<file path="src/sv/dabd_pkg.sv">
// Shared types, constants and register codes for the detection argmax box decoder.
package dabd_pkg;

    localparam int unsigned MAX_CLASSES_DEF = 80;
    localparam int unsigned QUEUE_DEPTH     = 4;
    localparam int unsigned CFG_IDX_W       = 3;
    localparam int unsigned CFG_DATA_W      = 24;

    localparam logic [14:0] CONF_THR_RST  = 15'd8192;
    localparam logic [7:0]  ACTIVE_RST    = 8'd80;
    localparam logic [23:0] INV_RATIO_RST = 24'd65536;
    localparam logic [11:0] PAD_RST       = 12'd0;
    localparam logic [13:0] IMG_SIZE_RST  = 14'd640;

    typedef enum logic [CFG_IDX_W-1:0] {
        CFG_CONF_THR  = 3'd0,
        CFG_ACTIVE    = 3'd1,
        CFG_INV_RATIO = 3'd2,
        CFG_PAD_X     = 3'd3,
        CFG_PAD_Y     = 3'd4,
        CFG_IMG_W     = 3'd5,
        CFG_IMG_H     = 3'd6
    } t_cfg_idx;

    typedef struct packed {
        logic [14:0] score_thr;
        logic [7:0]  class_limit;
        logic [23:0] inv_ratio;
        logic [11:0] pad_x;
        logic [11:0] pad_y;
        logic [13:0] image_width;
        logic [13:0] image_height;
    } t_cfg;

    typedef struct packed {
        logic [15:0]        center_x;
        logic [15:0]        center_y;
        logic [15:0]        box_width;
        logic [15:0]        box_height;
        logic signed [15:0] score;
        logic [7:0]         cls_idx;
    } t_job;

endpackage

</file>
<file path="src/sv/dabd_front.sv">
// Front end: holds the anchor box, runs the class argmax and issues decode jobs.
module dabd_front #(
    parameter int unsigned MAX_CLASSES = dabd_pkg::MAX_CLASSES_DEF
) (
    input  logic                i_clk,
    input  logic                i_rst_n,
    input  logic                i_accept,
    input  logic                i_kind,
    input  logic [15:0]         i_center_x,
    input  logic [15:0]         i_center_y,
    input  logic [15:0]         i_box_width,
    input  logic [15:0]         i_box_height,
    input  logic signed [15:0]  i_score,
    input  logic                i_last_score,
    input  dabd_pkg::t_cfg      i_cfg,
    output logic                o_push,
    output dabd_pkg::t_job      o_job
);

    localparam logic [7:0] MaxCls = 8'(MAX_CLASSES);

    logic [15:0]        r_cx, r_cy, r_w, r_h;
    logic [15:0]        n_cx, n_cy, n_w, n_h;
    logic signed [15:0] r_best, n_best;
    logic [7:0]         r_cls, n_cls;
    logic               r_found, n_found;
    logic [7:0]         r_cnt, n_cnt;
    logic               n_push;

    always_comb begin
        n_cx    = r_cx;
        n_cy    = r_cy;
        n_w     = r_w;
        n_h     = r_h;
        n_best  = r_best;
        n_cls   = r_cls;
        n_found = r_found;
        n_cnt   = r_cnt;
        n_push  = 1'b0;
        if (i_accept) begin
            if (!i_kind) begin
                n_cx    = i_center_x;
                n_cy    = i_center_y;
                n_w     = i_box_width;
                n_h     = i_box_height;
                n_best  = 16'sh8000;
                n_cls   = 8'd0;
                n_found = 1'b0;
                n_cnt   = 8'd0;
            end else begin
                if (r_cnt < MaxCls && i_score > r_best) begin
                    n_best  = i_score;
                    n_cls   = r_cnt;
                    n_found = 1'b1;
                end
                if (r_cnt != 8'hFF) begin
                    n_cnt = r_cnt + 8'd1;
                end
                if (i_last_score) begin
                    n_push = n_found
                        && n_best > $signed({1'b0, i_cfg.score_thr})
                        && n_cls < i_cfg.class_limit;
                    n_best  = 16'sh8000;
                    n_cls   = 8'd0;
                    n_found = 1'b0;
                    n_cnt   = 8'd0;
                end
            end
        end
    end

    always_comb begin
        o_push           = n_push;
        o_job.center_x   = r_cx;
        o_job.center_y   = r_cy;
        o_job.box_width  = r_w;
        o_job.box_height = r_h;
        o_job.score      = (r_cnt < MaxCls && i_score > r_best) ? i_score : r_best;
        o_job.cls_idx    = (r_cnt < MaxCls && i_score > r_best) ? r_cnt : r_cls;
    end

    always_ff @(posedge i_clk) begin
        if (!i_rst_n) begin
            r_cx    <= '0;
            r_cy    <= '0;
            r_w     <= '0;
            r_h     <= '0;
            r_best  <= 16'sh8000;
            r_cls   <= '0;
            r_found <= 1'b0;
            r_cnt   <= '0;
        end else begin
            r_cx    <= n_cx;
            r_cy    <= n_cy;
            r_w     <= n_w;
            r_h     <= n_h;
            r_best  <= n_best;
            r_cls   <= n_cls;
            r_found <= n_found;
            r_cnt   <= n_cnt;
        end
    end

endmodule

</file>
<file path="config.mk">
export PLATFORM = sky130hd
export DESIGN_NAME = dabd_front
export DESIGN_NICKNAME = d
export VERILOG_FILES = /design/src/sv/dabd_pkg.sv /design/src/sv/dabd_front.sv
export SDC_FILE = /design/constraint.sdc
export NUM_CORES = 1
export LEC_CHECK = 0
export ABC_AREA = 1
export BUFFER_PORTS_ARGS = -buffer_cell sky130_fd_sc_hd__buf_2
export CAP_MARGIN = 25
export CELL_PAD_IN_SITES_DETAIL_PLACEMENT = 1
export CELL_PAD_IN_SITES_GLOBAL_PLACEMENT = 1
export CORE_UTILIZATION = 30
export CTS_BUF_LIST = sky130_fd_sc_hd__clkbuf_4 sky130_fd_sc_hd__clkbuf_8 sky130_fd_sc_hd__clkbuf_16
export CTS_CLUSTER_DIAMETER = 100
export DETAILED_ROUTE_END_ITERATION = 16
export GPL_TIMING_DRIVEN = 0
export PLACE_DENSITY_LB_ADDON = 0.08
export SLEW_MARGIN = 20
export SYNTH_ARGS = -nofsm -noshare
export SYNTH_HDL_FRONTEND = slang
export SYNTH_SLANG_ARGS = --single-unit
export TNS_END_PERCENT = 30
</file>
<file path="constraint.sdc">
create_clock -name i_clk -period 3.45 [get_ports i_clk]
set_input_delay 0.1725 -clock i_clk [delete_from_list [all_inputs] [get_ports i_clk]]
set_output_delay 0.1725 -clock i_clk [all_outputs]
set_load 0.02 [all_outputs]
</file>
==> run metrics <==
outcome finished, violations left; failing checks negative setup slack; clock sinks 97; vias in the first global route approximately 5600; first-pass detailed-route iteration total 5; post-synthesis adder-cell area fraction 10.01%; Clock Path Buffers 2; YS warnings 0; fin crit share 113.6%; Slew Limit Fails 0; critical path launch point r_best[11]; vias roughly 5400; mux share of post-synthesis cell area 0%; setup violators final 3; CP max FO 8; asr flop ratio synth 0%; Port Buffers roughly 200; Clk Latency, worst-skew pair about 360 ps; fin nets ~1200; Synth area leader dfxtp_1; P&R area growth vs syn 50.21%; Setup crit end kind output pin; CTS Hold Bufs 0; row count 46; worst vdd ir ~0.00024 V; fin crit period between 3000 and 4000 ps; CP required around 3300 ps; synth unique cells 33; Routed Antenna Nets 0; Lkg Pwr ~0.0036 uW; crit start category flip-flop; CP Class reg2out; synthesized area a little under 5000 um2; initial antenna violation count 0; die area about 17000 um2; largest family of logic cells by synthesized area simple AND/OR/NAND/NOR gates; area fraction of the dominant cell type after synthesis approximately two fifths; dpl hpwl between 10 and 15 mm; met3 wire len approximately 1.2 mm; MaxCap Viol Count 0; met1 WL around 7.0 mm; CORE AREA ~16000 um2; Starting Density 30.69%; Tot GR Track Use 21.23%; met2 WL 9.251 mm; IO Pins 273; syn avg cell area 7.222 um2; die height ~130 um; post-synthesis compound-gate area fraction between 10% and 20%; Synth Register Bits 97; ANT cells 0; RSZ-0062 raised after global routing yes; overall power 3143 uW; post-synthesis xor/xnor area fraction less than 1%; initial drt markers roughly 130; largest net degree at the start of global routing 18; Synth Net Count approximately 900; FMAX 255.2 MHz; dpl cell area approximately 6000 um2; Die Wd roughly 130 um; RD Place Congestion 0.7965; Layout Skew approximately 6.4 ps; CTS tree done; type of the most critical hold path in2reg; Synth Flop Type dfxtp_1; Post-synth EDFFs 0; worst slew pin tran slightly below 600 ps; Power Density between 400 and 500 nW/um2; max_slew headroom 60.88%; TritonCTS Buffers 9; Post-Syn Instances around 680; layout cells sized above 1 between 30% and 40%; clock slew at reported path FFs ~70 ps; simple-gate area share of the yosys netlist approximately a quarter; global route overflow 0; main area contributors after synthesis dfxtp_1 40%, nor2_1 11%, ha_1 10%; H-tree depth 3; Reg-to-Reg Start r_best[11]; critical path arrival 3750 ps; first-pass GRT wire length 27.32 mm; worst hold start i_box_height[13]; cell total after placement ~1100; drt total wl 17.73 mm; Seq/Total Area, Yosys 39.84%; Vias/cell about 4.7; fin worst setup slack -468.2 ps; Routed WL per cell approximately 15 um; Root Buffer clkbuf_16; Max Used Layer met4; final hold vios 0; Final Non-Filler Cells ~1100; cell area after layout 7322 um2; # DRC 0
[stage by stage]
step	setup slack [ps]	util (%)	hold WS [ps]	setup TNS, ps
4_1_cts	-355.0	44.66	23.20	-631.9
5_1_grt	-654.3	46.09	33.48	-1438
3_5_place_dp	-594.3	38.56	401.2	-594.3
6_report	-468.2	46.09	33.35	-971.1
2_1_floorplan	102.8	-	263.6	0
3_3_place_gp	-622.9	38.56	395.0	-622.9
[critical path, cell delays in order (launching register included)]
cell,delay [ps]
dfxtp_2,340
inv_2,50
ha_4,290
nand2_4,60
nor2_4,120
nand2_2,80
buf_6,120
nor3_4,210
nor3_4,80
nand3_4,140
clkinv_8,110
buf_12,160
nand2_2,70
o21ai_2,70
buf_4,140
buf_4,130
buf_4,120
buf_4,120
buf_4,120
buf_4,120
buf_4,120
buf_4,120
buf_4,120
buf_4,120
buf_4,130
buf_6,120
[path summary, 6_finish.rpt]
check,endpoint,slack (ps),depth (start not counted)
max,o_job[10],-470,25
min reg2reg,r_cls[7],430,2
max reg2reg,r_best[2],-70,26
min,r_h[13],30,3
[cells by family (layout without fill, tap and decap cells)]
logic type / after synthesis / in the layout
simple gates: 291 / 291
compound gates: 143 / 143
buf+inv: 103 / 361
flops: 97 / 97
fa+ha+maj: 39 / 39
xor+xnor: 2 / 2
[repair_timing]
action,4_1_cts,5_1_grt
pin swaps,33,27
gates resized for setup,75,36
setup buffers,38,6
gates cloned,2,0
setup endpoints to repair,1,3
[synthesized netlist by cell type, types with 2 or more instances]
cell	count
inv_2	3
buf_2	2
nand2_4	5
nand2_2	2
inv_1	68
nand3_1	14
ha_1	39
clkbuf_1	24
a21oi_1	42
nor3_1	4
dfxtp_1	97
nand2_1	116
nand4_1	5
o21ai_0	74
o21ai_2	17
buf_6	3
a211oi_1	3
nor2_1	142
[sequential cells by signal, summed over array words and instances, names as in the netlist]
signal and cells:
r_cls 8, r_best 16, r_h 16, r_cnt 8, r_cy 16, r_found 1
r_w 16, r_cx 16
[power breakdown]
part	switching, uW	internal [uW]
registers	27.2	1180
logic	539	418
clock network	477	507
total	1040	2100
[cells in the final DEF (no fill, tap or decap), types with 5 or more instances in the layout]
cell and count:
buf_6 6, o21ai_0 72, nand3_1 10, a21oi_1 32, dfxtp_1 89, nand2_2 10
inv_2 12, buf_4 39, a21oi_2 11, nor2_1 137, nand2_1 104, clkbuf_1 24
buf_12 5, clkbuf_16 9, nand2_4 9, dfxtp_2 8, inv_1 56, ha_1 23
ha_4 15, buf_2 196, nand4_1 5, o21ai_4 5, o21ai_2 12
[area by class of cell]
class                           instances  area [um2]
Tap cell                              216       270.3
Multi-Input combinational cell        475        2937
Timing Repair Buffer                  242        1415
Sequential cell                        97        1952
Clock buffer                           10       232.7
Inverter                               73       294.0
Clock inverter                          6       50.05
Fill cell                            2032        8563
Buffer                                 30       171.4
[metal layers]
metal  up-vias  GRT usage, %
met2       131         40.10
met1      2545         21.87
met5         -             0
li1       2675             -
met4         0         7.319
met3        20         6.936
No activity file was read; power rests on OpenSTA's default activity.
