File: src/sv/dabd_pkg.sv
// Shared types, constants and register codes for the detection argmax box decoder.
package dabd_pkg;

    localparam int unsigned MAX_CLASSES_DEF = 80;
    localparam int unsigned QUEUE_DEPTH     = 4;
    localparam int unsigned CFG_IDX_W       = 3;
    localparam int unsigned CFG_DATA_W      = 24;

    localparam logic [14:0] CONF_THR_RST  = 15'd8192;
    localparam logic [7:0]  ACTIVE_RST    = 8'd80;
    localparam logic [23:0] INV_RATIO_RST = 24'd65536;
    localparam logic [11:0] PAD_RST       = 12'd0;
    localparam logic [13:0] IMG_SIZE_RST  = 14'd640;

    typedef enum logic [CFG_IDX_W-1:0] {
        CFG_CONF_THR  = 3'd0,
        CFG_ACTIVE    = 3'd1,
        CFG_INV_RATIO = 3'd2,
        CFG_PAD_X     = 3'd3,
        CFG_PAD_Y     = 3'd4,
        CFG_IMG_W     = 3'd5,
        CFG_IMG_H     = 3'd6
    } t_cfg_idx;

    typedef struct packed {
        logic [14:0] score_thr;
        logic [7:0]  class_limit;
        logic [23:0] inv_ratio;
        logic [11:0] pad_x;
        logic [11:0] pad_y;
        logic [13:0] image_width;
        logic [13:0] image_height;
    } t_cfg;

    typedef struct packed {
        logic [15:0]        center_x;
        logic [15:0]        center_y;
        logic [15:0]        box_width;
        logic [15:0]        box_height;
        logic signed [15:0] score;
        logic [7:0]         cls_idx;
    } t_job;

endpackage

File: src/sv/dabd_back.sv
// Back end: three-stage elastic pipeline that turns a job into clamped corner coordinates.
module dabd_back (
    input  logic               i_clk,
    input  logic               i_rst_n,
    input  dabd_pkg::t_cfg     i_cfg,
    input  logic               i_job_valid,
    input  dabd_pkg::t_job     i_job,
    output logic               o_pop,
    output logic               o_valid,
    input  logic               i_stall,
    output logic signed [19:0] o_left,
    output logic signed [19:0] o_top,
    output logic signed [19:0] o_right,
    output logic signed [19:0] o_bottom,
    output logic signed [15:0] o_best_score_out,
    output logic [7:0]         o_class_id
);

    localparam logic signed [43:0] OutMax = 44'sd524287;
    localparam logic signed [43:0] OutMin = -44'sd524288;
    localparam logic signed [43:0] RndOfs = 44'sd65536;

    logic               r_v1, r_v2, r_v3;
    logic               adv1, adv2, adv3;
    logic signed [18:0] r_d [4];
    logic signed [18:0] n_d [4];
    logic signed [43:0] r_p [4];
    logic signed [19:0] r_o [4];
    logic signed [19:0] n_o [4];
    logic signed [15:0] r_sc1, r_sc2, r_sc3;
    logic [7:0]         r_cl1, r_cl2, r_cl3;

    logic signed [18:0] cx2, cy2, w, h, px, py;
    logic signed [43:0] t;
    logic signed [43:0] lim_x, lim_y, lim;

    assign adv3  = !r_v3 || !i_stall;
    assign adv2  = !r_v2 || adv3;
    assign adv1  = !r_v1 || adv2;
    assign o_pop = i_job_valid && adv1;

    always_comb begin
        cx2    = $signed({2'b00, i_job.center_x, 1'b0});
        cy2    = $signed({2'b00, i_job.center_y, 1'b0});
        w      = $signed({3'b000, i_job.box_width});
        h      = $signed({3'b000, i_job.box_height});
        px     = $signed({2'b00, i_cfg.pad_x, 5'b00000});
        py     = $signed({2'b00, i_cfg.pad_y, 5'b00000});
        n_d[0] = cx2 - w - px;
        n_d[1] = cy2 - h - py;
        n_d[2] = cx2 + w - px;
        n_d[3] = cy2 + h - py;
    end

    always_comb begin
        lim_x = $signed({26'd0, i_cfg.image_width, 4'd0});
        lim_y = $signed({26'd0, i_cfg.image_height, 4'd0});
        lim   = '0;
        t     = '0;
        for (int k = 0; k < 4; k++) begin
            t = (r_p[k] + RndOfs) >>> 17;
            if (k < 2) begin
                if (t < 44'sd0) begin
                    t = 44'sd0;
                end else if (t > OutMax) begin
                    t = OutMax;
                end
            end else begin
                lim = (k == 2) ? lim_x : lim_y;
                if (t > lim) begin
                    t = lim;
                end else if (t < OutMin) begin
                    t = OutMin;
                end
            end
            n_o[k] = t[19:0];
        end
    end

    always_ff @(posedge i_clk) begin
        if (adv1) begin
            r_d   <= n_d;
            r_sc1 <= i_job.score;
            r_cl1 <= i_job.cls_idx;
        end
        if (adv2) begin
            for (int k = 0; k < 4; k++) begin
                r_p[k] <= r_d[k] * $signed({1'b0, i_cfg.inv_ratio});
            end
            r_sc2 <= r_sc1;
            r_cl2 <= r_cl1;
        end
        if (adv3) begin
            r_o   <= n_o;
            r_sc3 <= r_sc2;
            r_cl3 <= r_cl2;
        end
    end

    always_ff @(posedge i_clk) begin
        if (!i_rst_n) begin
            r_v1 <= 1'b0;
            r_v2 <= 1'b0;
            r_v3 <= 1'b0;
        end else begin
            if (adv1) begin
                r_v1 <= i_job_valid;
            end
            if (adv2) begin
                r_v2 <= r_v1;
            end
            if (adv3) begin
                r_v3 <= r_v2;
            end
        end
    end

    assign o_valid          = r_v3;
    assign o_left           = r_o[0];
    assign o_top            = r_o[1];
    assign o_right          = r_o[2];
    assign o_bottom         = r_o[3];
    assign o_best_score_out = r_sc3;
    assign o_class_id       = r_cl3;

endmodule

File: config.mk
export PLATFORM = sky130hd
export DESIGN_NAME = dabd_back
export DESIGN_NICKNAME = d
export VERILOG_FILES = /design/src/sv/dabd_pkg.sv /design/src/sv/dabd_back.sv
export SDC_FILE = /design/constraint.sdc
export NUM_CORES = 2
export LEC_CHECK = 0
export BUFFER_PORTS_ARGS = -buffer_cell sky130_fd_sc_hd__buf_2
export CAP_MARGIN = 30
export CELL_PAD_IN_SITES_DETAIL_PLACEMENT = 1
export CELL_PAD_IN_SITES_GLOBAL_PLACEMENT = 2
export CORE_MARGIN = 2
export CORE_UTILIZATION = 43
export CTS_CLUSTER_SIZE = 12
export DETAILED_ROUTE_END_ITERATION = 16
export GPL_TIMING_DRIVEN = 0
export PLACE_DENSITY = 0.85
export SLEW_MARGIN = 10
export SYNTH_ARGS = -nofsm -noshare
export SYNTH_HDL_FRONTEND = slang
export SYNTH_SLANG_ARGS = --single-unit
File: constraint.sdc
create_clock -name i_clk -period 8.1 [get_ports i_clk]
set_input_delay 0.405 -clock i_clk [delete_from_list [all_inputs] [get_ports i_clk]]
set_output_delay 0.405 -clock i_clk [all_outputs]
set_load 0.05 [all_outputs]
==> impl_metrics.csv <==
group,metric,value,unit
run_status,status,"finished clean",
grt,grt_first_pass_wirelength,418.1,mm
cells_and_area,utilization,47.66,%
timing,fin_skew,0.02278,ns
timing,tightest_slew,1.200,ns
cells_and_area,fillers,20139,
timing,slew_viol_final,0,
cells_and_area,final-seq-area,10210,µm²
grt,grt.overflow.total,0,
floorplan,initial_utilization,43.28,%
critical_path,setup.worst_path.end,"r_p[1][37]",
synthesis,ys.flop_type,"edfxtp_1",
routing,dr.pass1.iters,5,
grt,grtUsageTotal,31.79,%
floorplan,fp.coreArea,176100,µm²
routing,vias,58676,
critical_path,r2r-end,"r_p[1][37]",
placement,place_inst,10605,
placement,port_buffers,251,
synthesis,synth-seq-area-share,13.39,%
synthesis,synthCells,7933,
timing,period_share,99.10,%
cts,cts.sinks,341,
cts,cts_tree,"done",
timing,period_minus_slack,8.027,ns
cells_and_area,drive_above_1_share,6.986,%
cts,clockBufferDepth,3,
routing,via_per_inst,5.437,
synthesis,synthMuxAreaShare,0.05581,%
critical_path,start_kind,"input pin",
grt,grt_max_degree,85,
job,maxCapViolCount,0,
floorplan,io_pins,297,
critical_path,path_class,"in -> reg",
cells_and_area,nNetsFinal,10873,
placement,gp_congestion,1.029,
critical_path,endpoint_kind,"flop",
cts,clock_latency,0.63,ns
cts,numCtsBuffers,43,
cts,ctsHtreeMaxLevel,2,
cts,clk_pin_slew,0.06,ns
critical_path,cp_max_fo,10,
floorplan,die_w,425.0,µm
synthesis,synthAdderAreaFrac,52.90,%
synthesis,synth_cell_types,87,
floorplan,die_area,180700,µm²
routing,wire_per_inst,26.30,µm
floorplan,die_h,425.0,µm
synthesis,synth_area,76230,µm²
timing,hold_violations,0,
cells_and_area,layout-area-overhead-vs-synth,10.12,%
synthesis,yosys.area_share.simple,15.52,%
grt,grt_antenna_before_repair,58,
routing,drcViolationCount,0,
placement,hpwl,237.9,mm
critical_path,r2r_cells,23,
cts,cts-root-buf,"clkbuf_16",
critical_path,r2r-start,"r_d[39]",
synthesis,synth_xor_area_share,3.089,%
timing,finalSetupViolCount,0,
routing,first_iter_violations,4527,
synthesis,yosysWarnings,0,
critical_path,worstPathRequired,8.47,ns
floorplan,placement_rows,154,
critical_path,crit_start,"i_cfg[58]",
hold_path,hold_path.class,"in -> reg",
grt,grt_pass1_vias,63287,
routing,routed_wl,283.8,mm
synthesis,synth_compound_area_share,4.369,%
synthesis,synth_top_family_by_area,"adder cells",
synthesis,synthArstFlopShare,0,%
synthesis,avgSynthCellArea,9.609,µm²
timing,max_freq,124.6,MHz
synthesis,ys_ff_latch,341,
critical_path,arrival,8.40,ns
timing,slew_headroom,19.99,%
cells_and_area,multiInputGateArea,57960,µm²
timing,rsz0062_at_grt,"yes",
critical_path,r2r_slack,0.17,ns
synthesis,synth_edf_count,338,
cells_and_area,fin_cells,10792,
routing,ant_nets,0,
[sequential cells by signal (all words and copies together), names as in the netlist]
register and flops:
r_d 74, o_class_id 8, o_top 20, o_right 20, r_sc1 16, r_sc2 16
r_cl2 8, o_valid 1, o_bottom 20, o_best_score_out 16, r_cl1 8, r_p 112
r_v2 1, o_left 20, r_v1 1
[synth_stat cells (all sizes together), types with 8 or more instances]
master  count  share of area, %
inv      1792               8.8
fa       1518                40
nand2     956               4.7
and2      849               7.0
ha        794                13
edfxtp    338                13
clkbuf    312               1.5
a21oi     173               1.1
xnor2     171               2.0
nor2      145              0.72
nor2b      98              0.80
xor2       97               1.1
o21ai      91              0.60
nand3      87              0.59
a21o       64              0.63
buf        49              0.30
nand2b     47              0.39
nand4      40              0.34
nor3       39              0.28
o21a       34              0.33
and3       29              0.24
o21bai     27              0.27
a21boi     15              0.15
a22o       15              0.17
a31oi      14              0.13
or3        12              0.11
a211oi     11              0.11
and4       11              0.13
or2        10             0.082
nor4        8             0.066
o31ai       8             0.085
[placed cells by master (no fill, tap or decap), types with 50 or more instances in the layout]
cell type,count
diode_2,50
nand3_1,86
edfxtp_1,338
clkbuf_2,81
o21ai_0,70
buf_2,268
ha_1,794
inv_1,1791
nand2_1,952
buf_8,61
fa_1,1518
clkbuf_1,222
a21o_1,64
a21oi_1,173
nor2_1,143
xor2_1,97
and2_1,849
nor2b_1,98
xnor2_1,170
[metal layers]
layer	up-vias	track usage, %	wire length [µm]
met4	28	17.02	17900
li1	24787	-	-
met3	716	8.457	29880
met2	2837	47.46	122400
met1	30308	42.19	113400
met5	-	0	213
[cell type report]
| type | instances | area share, % |
|---|---|---|
| plain buffers | 360 | 1.878 |
| clock buffers | 49 | 1.309 |
| diodes | 50 | 0.1491 |
| well taps | 2340 | 3.488 |
| inverters | 1792 | 8.022 |
| multi-input cells | 5440 | 69.05 |
| flip-flops and latches | 341 | 12.16 |
| clock inverters | 28 | 0.3592 |
| repair buffers | 392 | 3.580 |
[how the worst min path moves through the flow]
| stage | slack [ns] | cells after the start | endpoint | startpoint |
|---|---|---|---|---|
| after CTS | 0.02 | 3 | o_right[11] | i_cfg[21] |
| after floorplan | 0.40 | 0 | o_best_score_out[0] | r_sc2[0] |
| after detailed placement | 0.41 | 0 | o_class_id[0] | r_cl2[0] |
| final | 0.07 | 3 | o_right[6] | i_cfg[16] |
| after global routing | 0.06 | 3 | o_right[11] | i_cfg[21] |
| after global placement | 0.40 | 0 | o_class_id[7] | r_cl2[7] |
[per-stage QoR]
step,cell area (µm²),TNS [ns],worst slack (ns),hold WS (ns)
final,83940,0,0.07313,0.06774
after global routing,83880,-0.09776,-0.05395,0.06295
after CTS,83440,0,0.002951,0.02325
after detailed placement,81670,-22.85,-0.9733,0.4052
after global placement,80420,-101.96,-1.660,0.4007
after floorplan,76230,0,1.091,0.4003
[kinds of logic (layout without fill, tap and decap cells)]
kind of cell	after synthesis	count (layout)
DFF	341	341
buffers and inverters	2153	2621
muxes	4	4
AOI/OAI and AO/OA	514	514
and+or+nand+nor	2340	2340
xor gates and xnor gates	268	268
adders and majority gates	2312	2312
other	1	52
[critical path: stages]
cell	delay, ns
clkdlybuf4s15_1	0.72
clkbuf_4	0.57
nand2_1	0.13
fa_1	0.49
inv_1	0.05
fa_1	0.56
fa_1	0.45
fa_1	0.59
fa_1	0.46
fa_1	0.59
ha_1	0.26
ha_1	0.33
a211oi_1	0.23
nand2_1	0.12
or4_1	0.55
a211oi_4	0.32
o31ai_4	0.17
a221o_1	0.44
and2_1	0.25
nor2_1	0.25
o21ai_1	0.14
a21oi_1	0.19
xnor2_1	0.08
[what timing repair did]
action	4_1_cts	5_1_grt
gates resized for setup	36	119
hold buffers	28	0
pin swaps	0	2
hold endpoints to repair	29	0
buffers inserted	4	21
setup endpoints to repair	11	27
Power is not shown: default switching activity piles up to over one toggle a cycle in this logic, so the estimate is an artifact.
