`config.mk`:
```
export PLATFORM = sky130hd
export DESIGN_NAME = dabd_fifo
export DESIGN_NICKNAME = d
export VERILOG_FILES = /design/src/sv/dabd_pkg.sv /design/src/sv/dabd_fifo.sv
export SDC_FILE = /design/constraint.sdc
export NUM_CORES = 1
export LEC_CHECK = 0
export ABC_AREA = 1
export BUFFER_PORTS_ARGS = -buffer_cell sky130_fd_sc_hd__buf_2
export CAP_MARGIN = 20
export CORE_AREA = 2 2 162 164
export CTS_BUF_LIST = sky130_fd_sc_hd__clkbuf_16
export CTS_CLUSTER_DIAMETER = 100
export DETAILED_ROUTE_END_ITERATION = 8
export DIE_AREA = 0 0 164 166
export PLACE_DENSITY = 0.88
export SLEW_MARGIN = 5
export SYNTH_ARGS = -nofsm -noshare
export SYNTH_HDL_FRONTEND = slang
export SYNTH_SLANG_ARGS = --single-unit
```
`constraint.sdc`:
```
create_clock -name i_clk -period 5.7 [get_ports i_clk]
set_input_delay 1.71 -clock i_clk [delete_from_list [all_inputs] [get_ports i_clk]]
set_output_delay 1.71 -clock i_clk [all_outputs]
set_load 0.02 [all_outputs]
```
`src/sv/dabd_pkg.sv`:
```
// Shared types, constants and register codes for the detection argmax box decoder.
package dabd_pkg;

    localparam int unsigned MAX_CLASSES_DEF = 80;
    localparam int unsigned QUEUE_DEPTH     = 4;
    localparam int unsigned CFG_IDX_W       = 3;
    localparam int unsigned CFG_DATA_W      = 24;

    localparam logic [14:0] CONF_THR_RST  = 15'd8192;
    localparam logic [7:0]  ACTIVE_RST    = 8'd80;
    localparam logic [23:0] INV_RATIO_RST = 24'd65536;
    localparam logic [11:0] PAD_RST       = 12'd0;
    localparam logic [13:0] IMG_SIZE_RST  = 14'd640;

    typedef enum logic [CFG_IDX_W-1:0] {
        CFG_CONF_THR  = 3'd0,
        CFG_ACTIVE    = 3'd1,
        CFG_INV_RATIO = 3'd2,
        CFG_PAD_X     = 3'd3,
        CFG_PAD_Y     = 3'd4,
        CFG_IMG_W     = 3'd5,
        CFG_IMG_H     = 3'd6
    } t_cfg_idx;

    typedef struct packed {
        logic [14:0] score_thr;
        logic [7:0]  class_limit;
        logic [23:0] inv_ratio;
        logic [11:0] pad_x;
        logic [11:0] pad_y;
        logic [13:0] image_width;
        logic [13:0] image_height;
    } t_cfg;

    typedef struct packed {
        logic [15:0]        center_x;
        logic [15:0]        center_y;
        logic [15:0]        box_width;
        logic [15:0]        box_height;
        logic signed [15:0] score;
        logic [7:0]         cls_idx;
    } t_job;

endpackage

```
`src/sv/dabd_fifo.sv`:
```
// Short job queue between the argmax front end and the box decode back end.
module dabd_fifo (
    input  logic           i_clk,
    input  logic           i_rst_n,
    input  logic           i_push,
    input  dabd_pkg::t_job i_job,
    input  logic           i_pop,
    output logic           o_nonempty,
    output logic           o_full,
    output dabd_pkg::t_job o_job
);

    localparam int unsigned Depth = dabd_pkg::QUEUE_DEPTH;
    localparam int unsigned PtrW  = $clog2(Depth);
    localparam int unsigned CntW  = $clog2(Depth + 1);

    dabd_pkg::t_job  r_mem [Depth];
    logic [PtrW-1:0] r_wr, r_rd;
    logic [CntW-1:0] r_cnt;

    assign o_nonempty = (r_cnt != '0);
    assign o_full     = (r_cnt == CntW'(Depth));
    assign o_job      = r_mem[r_rd];

    always_ff @(posedge i_clk) begin
        if (i_push) begin
            r_mem[r_wr] <= i_job;
        end
    end

    always_ff @(posedge i_clk) begin
        if (!i_rst_n) begin
            r_wr  <= '0;
            r_rd  <= '0;
            r_cnt <= '0;
        end else begin
            if (i_push) begin
                r_wr <= (r_wr == PtrW'(Depth - 1)) ? '0 : r_wr + PtrW'(1);
            end
            if (i_pop) begin
                r_rd <= (r_rd == PtrW'(Depth - 1)) ? '0 : r_rd + PtrW'(1);
            end
            r_cnt <= r_cnt + CntW'(i_push) - CntW'(i_pop);
        end
    end

endmodule

```
==> reports/summary.md, run 1 <==
### Run status
• **result of the run** finished, final reports clean

### Setup path
• **register-to-register path setup slack** 3.62 ns
• **Largest delay share family, worst path** flip-flops
• **cell depth of the worst flop-to-flop path** 5
• **largest incremental delay on the critical path** 0.88 ns
• **sort of element at the end of the critical path** output pin
• **Crit Path Class** flip-flop to output pin
• **highest-delay cell along the critical path** sky130_fd_sc_hd__dfxtp_4
• **top fanout value on the critical path** 86
• **Critical Path Start Type** flip-flop
• **buffer and inverter count on the worst path** 2
• **cell breakdown of the critical path** buf_4 > a21oi_1 > o21ai_1 > nand2_1 > buf_2
• **reg-to-reg critical path endpoint** r_mem[2][54]
• **data arrival time of the critical path** 2.45 ns
• **WP data required** 3.99 ns
• **Worst R2R Start** r_wr[0]

### GRT
• **first-pass GRT wire length** 40.7 mm
• **initial antenna violation count** 2
• **number of global-route vias before repair** 8341
• **aggregate global routing overflow** 0
• **GRT Overall Usage** 0.191
• **pin count of the biggest net entering global routing** 121

### Place
• **PortBufs** 181
• **post-place setup slack** 2.04 ns
• **HPWL Detailed** 15.8 mm
• **Final Wtd Congestion** 0.741

### Clock network
• **clock transition at the registers of the reported paths** 0.06 ns
• **later-pin clock latency in the skew report** 0.50 ns
• **clock tree from TritonCTS** built
• **root buffer cell** sky130_fd_sc_hd__clkbuf_16
• **number of H-tree branching levels** 2
• **CTS buffer count** 36
• **clock tree sinks** 361
• **post-cts gate resize count** 0
• **maximum buffer depth of the clock tree** 3
• **quantity of hold-fixing buffers added after cts** 0
• **number of setup buffers added after CTS** 0

### Pwr
• **power density over the cells** 355 nW/um2
• **worst vdd rail ir drop** 288 uV
• **Switch Pwr** 1370 uW
• **internal power summed over all cells** 4450 uW
• **clock network fraction of total power** 0.358
• **sequential fraction of design power** 0.532
• **Leak Pwr** 0.00649 uW
• **Logic pwr share** 0.111
• **Switching Share** 0.236

### Timing
• **final worst path period need** 4.16 ns
• **crit share post-route** 0.729
• **headroom to the max-slew limit** 0.395
• **hold slack** 0.529 ns
• **total count of max-transition violations in the final report** 0
• **Fin Clk Skew** 0.0131 ns
• **final setup vio count** 0
• **Fin. Hold Viols** 0
• **pin slew with the least headroom to its limit** 0.908 ns
• **RSZ-0062 raised after global routing** no
• **total negative setup slack** 0 ns
• **Worst Slack Setup Final** 1.54 ns
• **max frequency** 241 MHz

### Die
• **placeable core area** 25600 um2
• **number of top-level pins** 182
• **height of the chip** 166 um
• **die area** 27200 um2
• **Chip Width** 164 um
• **number of standard-cell rows in the floorplan** 59
• **starting density of the core** 0.560

### Synth
• **synth unique cells** 18
• **syn avg cell area** 13.2 um2
• **Net Count, Synth** 1188
• **Post-Syn Area** 14300 um2
• **number of flip-flops and latches in the synthesized netlist** 361
• **warning count from the yosys run** 0
• **sequential element share of the synthesized area** 0.749
• **Synth Instances** 1088

### Drt
• **number of detailed-route iterations in the first pass** 5
• **1st-iter DRT viols** 639
• **total number of vias** 8348
• **DR WL/cell** 16.2 um
• **ratio of routed vias to standard cells** 5.16
• **Antenna Violating Nets Remaining** 0
• **detailed-route wire length** 26.2 mm
• **DRC viols** 0

### Cells and area
• **# fillers** 1780
• **most common cell after layout, fill and taps aside** sky130_fd_sc_hd__edfxtp_1
• **fraction of the core area covered by cells at the end of the flow** 0.641
• **Synth-to-Final Area Change** 14.4%
• **commonest cells after routing, fill and taps aside** 352 x sky130_fd_sc_hd__edfxtp_1, 195 x sky130_fd_sc_hd__inv_1, 187 x sky130_fd_sc_hd__nand2_1, 181 x sky130_fd_sc_hd__buf_2, 90 x sky130_fd_sc_hd__a21oi_1
• **ratio of cells with drive above 1 in the final layout** 0.188
• **final net count** 1361

### Worst hold path
• **class of the most critical hold timing path** flip-flop to flip-flop
• **count of cells along the worst hold path** 2
• **worst hold path startpoint** r_rd[0]

### Flow run
• **MaxCap Viol Count** 0

[routing by layer]
metal | global-route usage | vias up | wire length, um
li1 | - | 4118 | -
met1 | 0.230 | 3933 | 10500
met2 | 0.341 | 242 | 13300
met4 | 0.0580 | 2 | 639
met5 | 0 | - | 11
met3 | 0.0455 | 53 | 1720
[tightest hold or removal path, cell delays in order (launching register included)]
cell,delay (ns)
sky130_fd_sc_hd__dfxtp_1,0.33
sky130_fd_sc_hd__nor2_1,0.10
sky130_fd_sc_hd__nor2_1,0.05
[power by group through the flow]
stage | registers, uW | logic (uW) | clock network (uW)
after floorplan | 3130 | 458 | 0
after global placement | 3140 | 623 | 0
after detailed placement | 3150 | 647 | 0
after CTS | 3090 | 650 | 2120
after global routing | 3100 | 715 | 2230
final | 3090 | 644 | 2080
[kinds of logic (layout without fill, tap and decap cells)]
logic type,after synthesis,after routing,synth area share
DFF,361,361,0.749
adders and majority gates,8,8,0.00750
and+or+nand+nor,199,199,0.0523
AOI/OAI and AO/OA,269,269,0.109
buffers and inverters,251,444,0.0817
other,0,1,0
[worst max-delay path by stage]
| stage | cells after the start | end | slack [ns] | start |
|---|---|---|---|---|
| after floorplan | 2 | r_mem[3][0] | 1.81 | i_push |
| after CTS | 5 | o_job[64] | 1.51 | flip-flop |
| final | 5 | o_job[65] | 1.54 | flip-flop |
| after global placement | 5 | o_job[73] | 2.11 | flip-flop |
| after detailed placement | 5 | o_job[64] | 2.04 | flip-flop |
| after global routing | 5 | o_job[67] | 1.30 | flip-flop |
[metrics by stage]
stage | instances | total power (uW) | cell area, um2
2_1_floorplan | 1088 | 3580 | 14300
3_3_place_gp | 1558 | 3770 | 15400
3_5_place_dp | 1558 | 3800 | 15400
4_1_cts | 1616 | 5860 | 16400
5_1_grt | 1616 | 6050 | 16400
6_report | 1617 | 5820 | 16400
[registers in the layout, summed over array words and instances, names as in the netlist, named ones only]
name and cells:
r_rd 2, r_cnt 3, r_wr 2, r_mem 352
[synth_stat cells (all sizes together)]
library cell / number / area share
ha: 7 / 0.0061
clkbuf: 7 / 0.0023
buf: 52 / 0.029
o211ai: 88 / 0.046
nor2: 9 / 0.0024
dfxtp: 9 / 0.013
fa: 1 / 0.0014
nand2: 187 / 0.049
edfxtp: 352 / 0.74
a21oi: 90 / 0.031
inv: 192 / 0.050
o21ai: 91 / 0.032
nor3: 1 / 0.00035
nand3: 2 / 0.00070
[layout make-up]
| cell class | instances | area [um2] | share of cell area |
|---|---|---|---|
| Sequential cell | 361 | 10800 | 0.655 |
| Inverter | 192 | 731 | 0.0445 |
| Clock inverter | 21 | 111 | 0.00678 |
| Tap cell | 335 | 419 | 0.0255 |
| Timing Repair Buffer | 194 | 1040 | 0.0634 |
| Clock buffer | 37 | 926 | 0.0564 |
| Multi-Input combinational cell | 476 | 2420 | 0.148 |
| Antenna cell | 1 | 2.50 | 0.000152 |
Power figures use the tool's default switching activity.
==> run 2, diff against run 1 <==
- CORE_AREA: 2 2 162 164 -> 2 2 170 172
- DIE_AREA: 0 0 164 166 -> 0 0 172 174
- PLACE_DENSITY: 0.88 -> 0.85
- clock period: 5.7 -> 3.5 ns (I/O delays scaled with it)
==> run 2 against run 1 <==
Global-route usage fell by 1.3 points. Highest routed layer unchanged. Die area up 9.9%. Clock skew down 0.0063 ns. Register-to-register slack worse by 1.9 ns. Via count rose by 2.6%. Total power rose by 73%. Design area is 2.5% higher. Routed wire length rose by 3.6%. Largest power group unchanged.
==> reports/summary.md, run 2 (synthesis results as in run 1) <==
### Clock network
• **maximum buffer depth of the clock tree** 3
• **clock transition at the registers of the reported paths** 0.06 ns
• **number of H-tree branching levels** 2
• **later-pin clock latency in the skew report** 0.50 ns
• **clock tree sinks** 361
• **root buffer cell** sky130_fd_sc_hd__clkbuf_16
• **post-cts gate resize count** 0
• **number of setup buffers added after CTS** 0
• **CTS buffer count** 37
• **quantity of hold-fixing buffers added after cts** 0
• **clock tree from TritonCTS** built

### Die
• **number of standard-cell rows in the floorplan** 62
• **placeable core area** 28200 um2
• **height of the chip** 174 um
• **Chip Width** 172 um
• **starting density of the core** 0.508
• **number of top-level pins** 182
• **die area** 29900 um2

### Cells and area
• **final net count** 1368
• **commonest cells after routing, fill and taps aside** 352 x sky130_fd_sc_hd__edfxtp_1, 195 x sky130_fd_sc_hd__inv_1, 187 x sky130_fd_sc_hd__nand2_1, 181 x sky130_fd_sc_hd__buf_2, 90 x sky130_fd_sc_hd__a21oi_1
• **Biggest register** r_mem
• **non-filler cells in the finished layout** 1684
• **leading registers by flop count** r_mem: 352 flops, r_cnt: 3 flops
• **ratio of cells with drive above 1 in the final layout** 0.199
• **flip-flop count of the largest register, all copies and words added** 352
• **Finished Cell Area** 16800 um2
• **most common cell after layout, fill and taps aside** sky130_fd_sc_hd__edfxtp_1
• **Synth-to-Final Area Change** 17.2%
• **Storage cell area** 10800 um2
• **area of combinational cells with multiple inputs** 2420 um2
• **# fillers** 2113

### Timing
• **hold slack** 0.528 ns
• **final worst path period need** 3.11 ns
• **Fin. Hold Viols** 0
• **final setup vio count** 0
• **crit share post-route** 0.887
• **Fin Clk Skew** 0.00682 ns
• **RSZ-0062 raised after global routing** no
• **pin slew with the least headroom to its limit** 0.596 ns
• **headroom to the max-slew limit** 0.603
• **max frequency** 322 MHz
• **total negative setup slack** 0 ns
• **total count of max-transition violations in the final report** 0

### Place
• **PortBufs** 181
• **HPWL Detailed** 16.4 mm
• **Placed Cells incl. Taps** 1613
• **Final Wtd Congestion** 0.782
• **placed standard-cell area** 15600 um2

### Setup path
• **WP data required** 2.45 ns
• **Crit Path Class** flip-flop to output pin
• **Critical Path Start Type** flip-flop
• **data arrival time of the critical path** 2.06 ns
• **top fanout value on the critical path** 78
• **sort of element at the end of the critical path** output pin

### GRT
• **met1 track demand over resource** 0.210
• **fraction of met3 tracks used by global routing** 0.0471
• **Most Crowded Layer GR** met2
• **GRT Overall Usage** 0.178
• **number of global-route vias before repair** 8546
• **initial antenna violation count** 8
• **first-pass GRT wire length** 41.7 mm
• **aggregate global routing overflow** 0
• **met2 routing resource usage after global routing** 0.310
• **pin count of the biggest net entering global routing** 85

### Drt
• **number of detailed-route iterations in the first pass** 5
• **DR WL/cell** 16.1 um
• **Antenna Violating Nets Remaining** 0
• **DRC viols** 0
• **1st-iter DRT viols** 582
• **ratio of routed vias to standard cells** 5.08
• **total number of vias** 8562
• **detailed-route wire length** 27.1 mm

### Pwr
• **sequential fraction of design power** 0.499
• **worst vdd rail ir drop** 314 uV
• **internal power summed over all cells** 7730 uW
• **Logic pwr share** 0.109
• **Switch Pwr** 2340 uW
• **clock network fraction of total power** 0.392
• **power density over the cells** 598 nW/um2
• **Switching Share** 0.232
• **Leak Pwr** 0.00663 uW

### Flow run
• **MaxCap Viol Count** 0

### Worst hold path
• **class of the most critical hold timing path** flip-flop to flip-flop

### Run status
• **result of the run** finished, final reports clean

[run 2: power groups by stage]
stage                     Clock, uW  Combinational (uW)  Sequential [uW]
after global routing           4170                1210             5040
after global placement            0                1060             5110
final                          3940                1090             5030
after floorplan                   0                 745             5090
after detailed placement          0                1100             5120
after CTS                      4010                1110             5030
[run 2: final timing paths]
kind	end	cells after the start	slack, ns	from
max	o_job[49]	5	0.39	flip-flop
min	flip-flop	2	0.53	r_rd[0]
max reg2reg	r_mem[2][15]	5	1.70	r_wr[0]
min reg2reg	flip-flop	2	0.53	r_rd[0]
[run 2: stage by stage]
step | power, uW | utilization | setup WS [ns]
finish | 10100 | 0.596 | 0.394
global route | 10400 | 0.595 | 0.223
CTS | 10100 | 0.595 | 0.369
detailed placement | 6220 | 0.551 | 0.912
global placement | 6170 | 0.551 | 0.950
floorplan | 5840 | - | 0.270
[run 2: area by class of cell]
type,instances,share of cell area
Antenna cell,6,0.000893
Sequential cell,361,0.640
Clock buffer,37,0.0551
Inverter,192,0.0434
Timing Repair Buffer,200,0.0698
Clock inverter,28,0.0184
Multi-Input combinational cell,476,0.144
Tap cell,384,0.0286
[run 2: layer usage]
layer	routed length, um	vias to the layer above
li1	-	4151
met1	10800	4102
met2	13600	238
met3	1860	65
met4	839	6
met5	39	-
[run 2: critical path, stage by stage, from the launching register on]
cell and delay [ns]:
sky130_fd_sc_hd__dfxtp_4 0.68, sky130_fd_sc_hd__buf_12 0.35, sky130_fd_sc_hd__nand2_1 0.11, sky130_fd_sc_hd__o211ai_1 0.12
sky130_fd_sc_hd__nand2_1 0.10, sky130_fd_sc_hd__buf_2 0.16
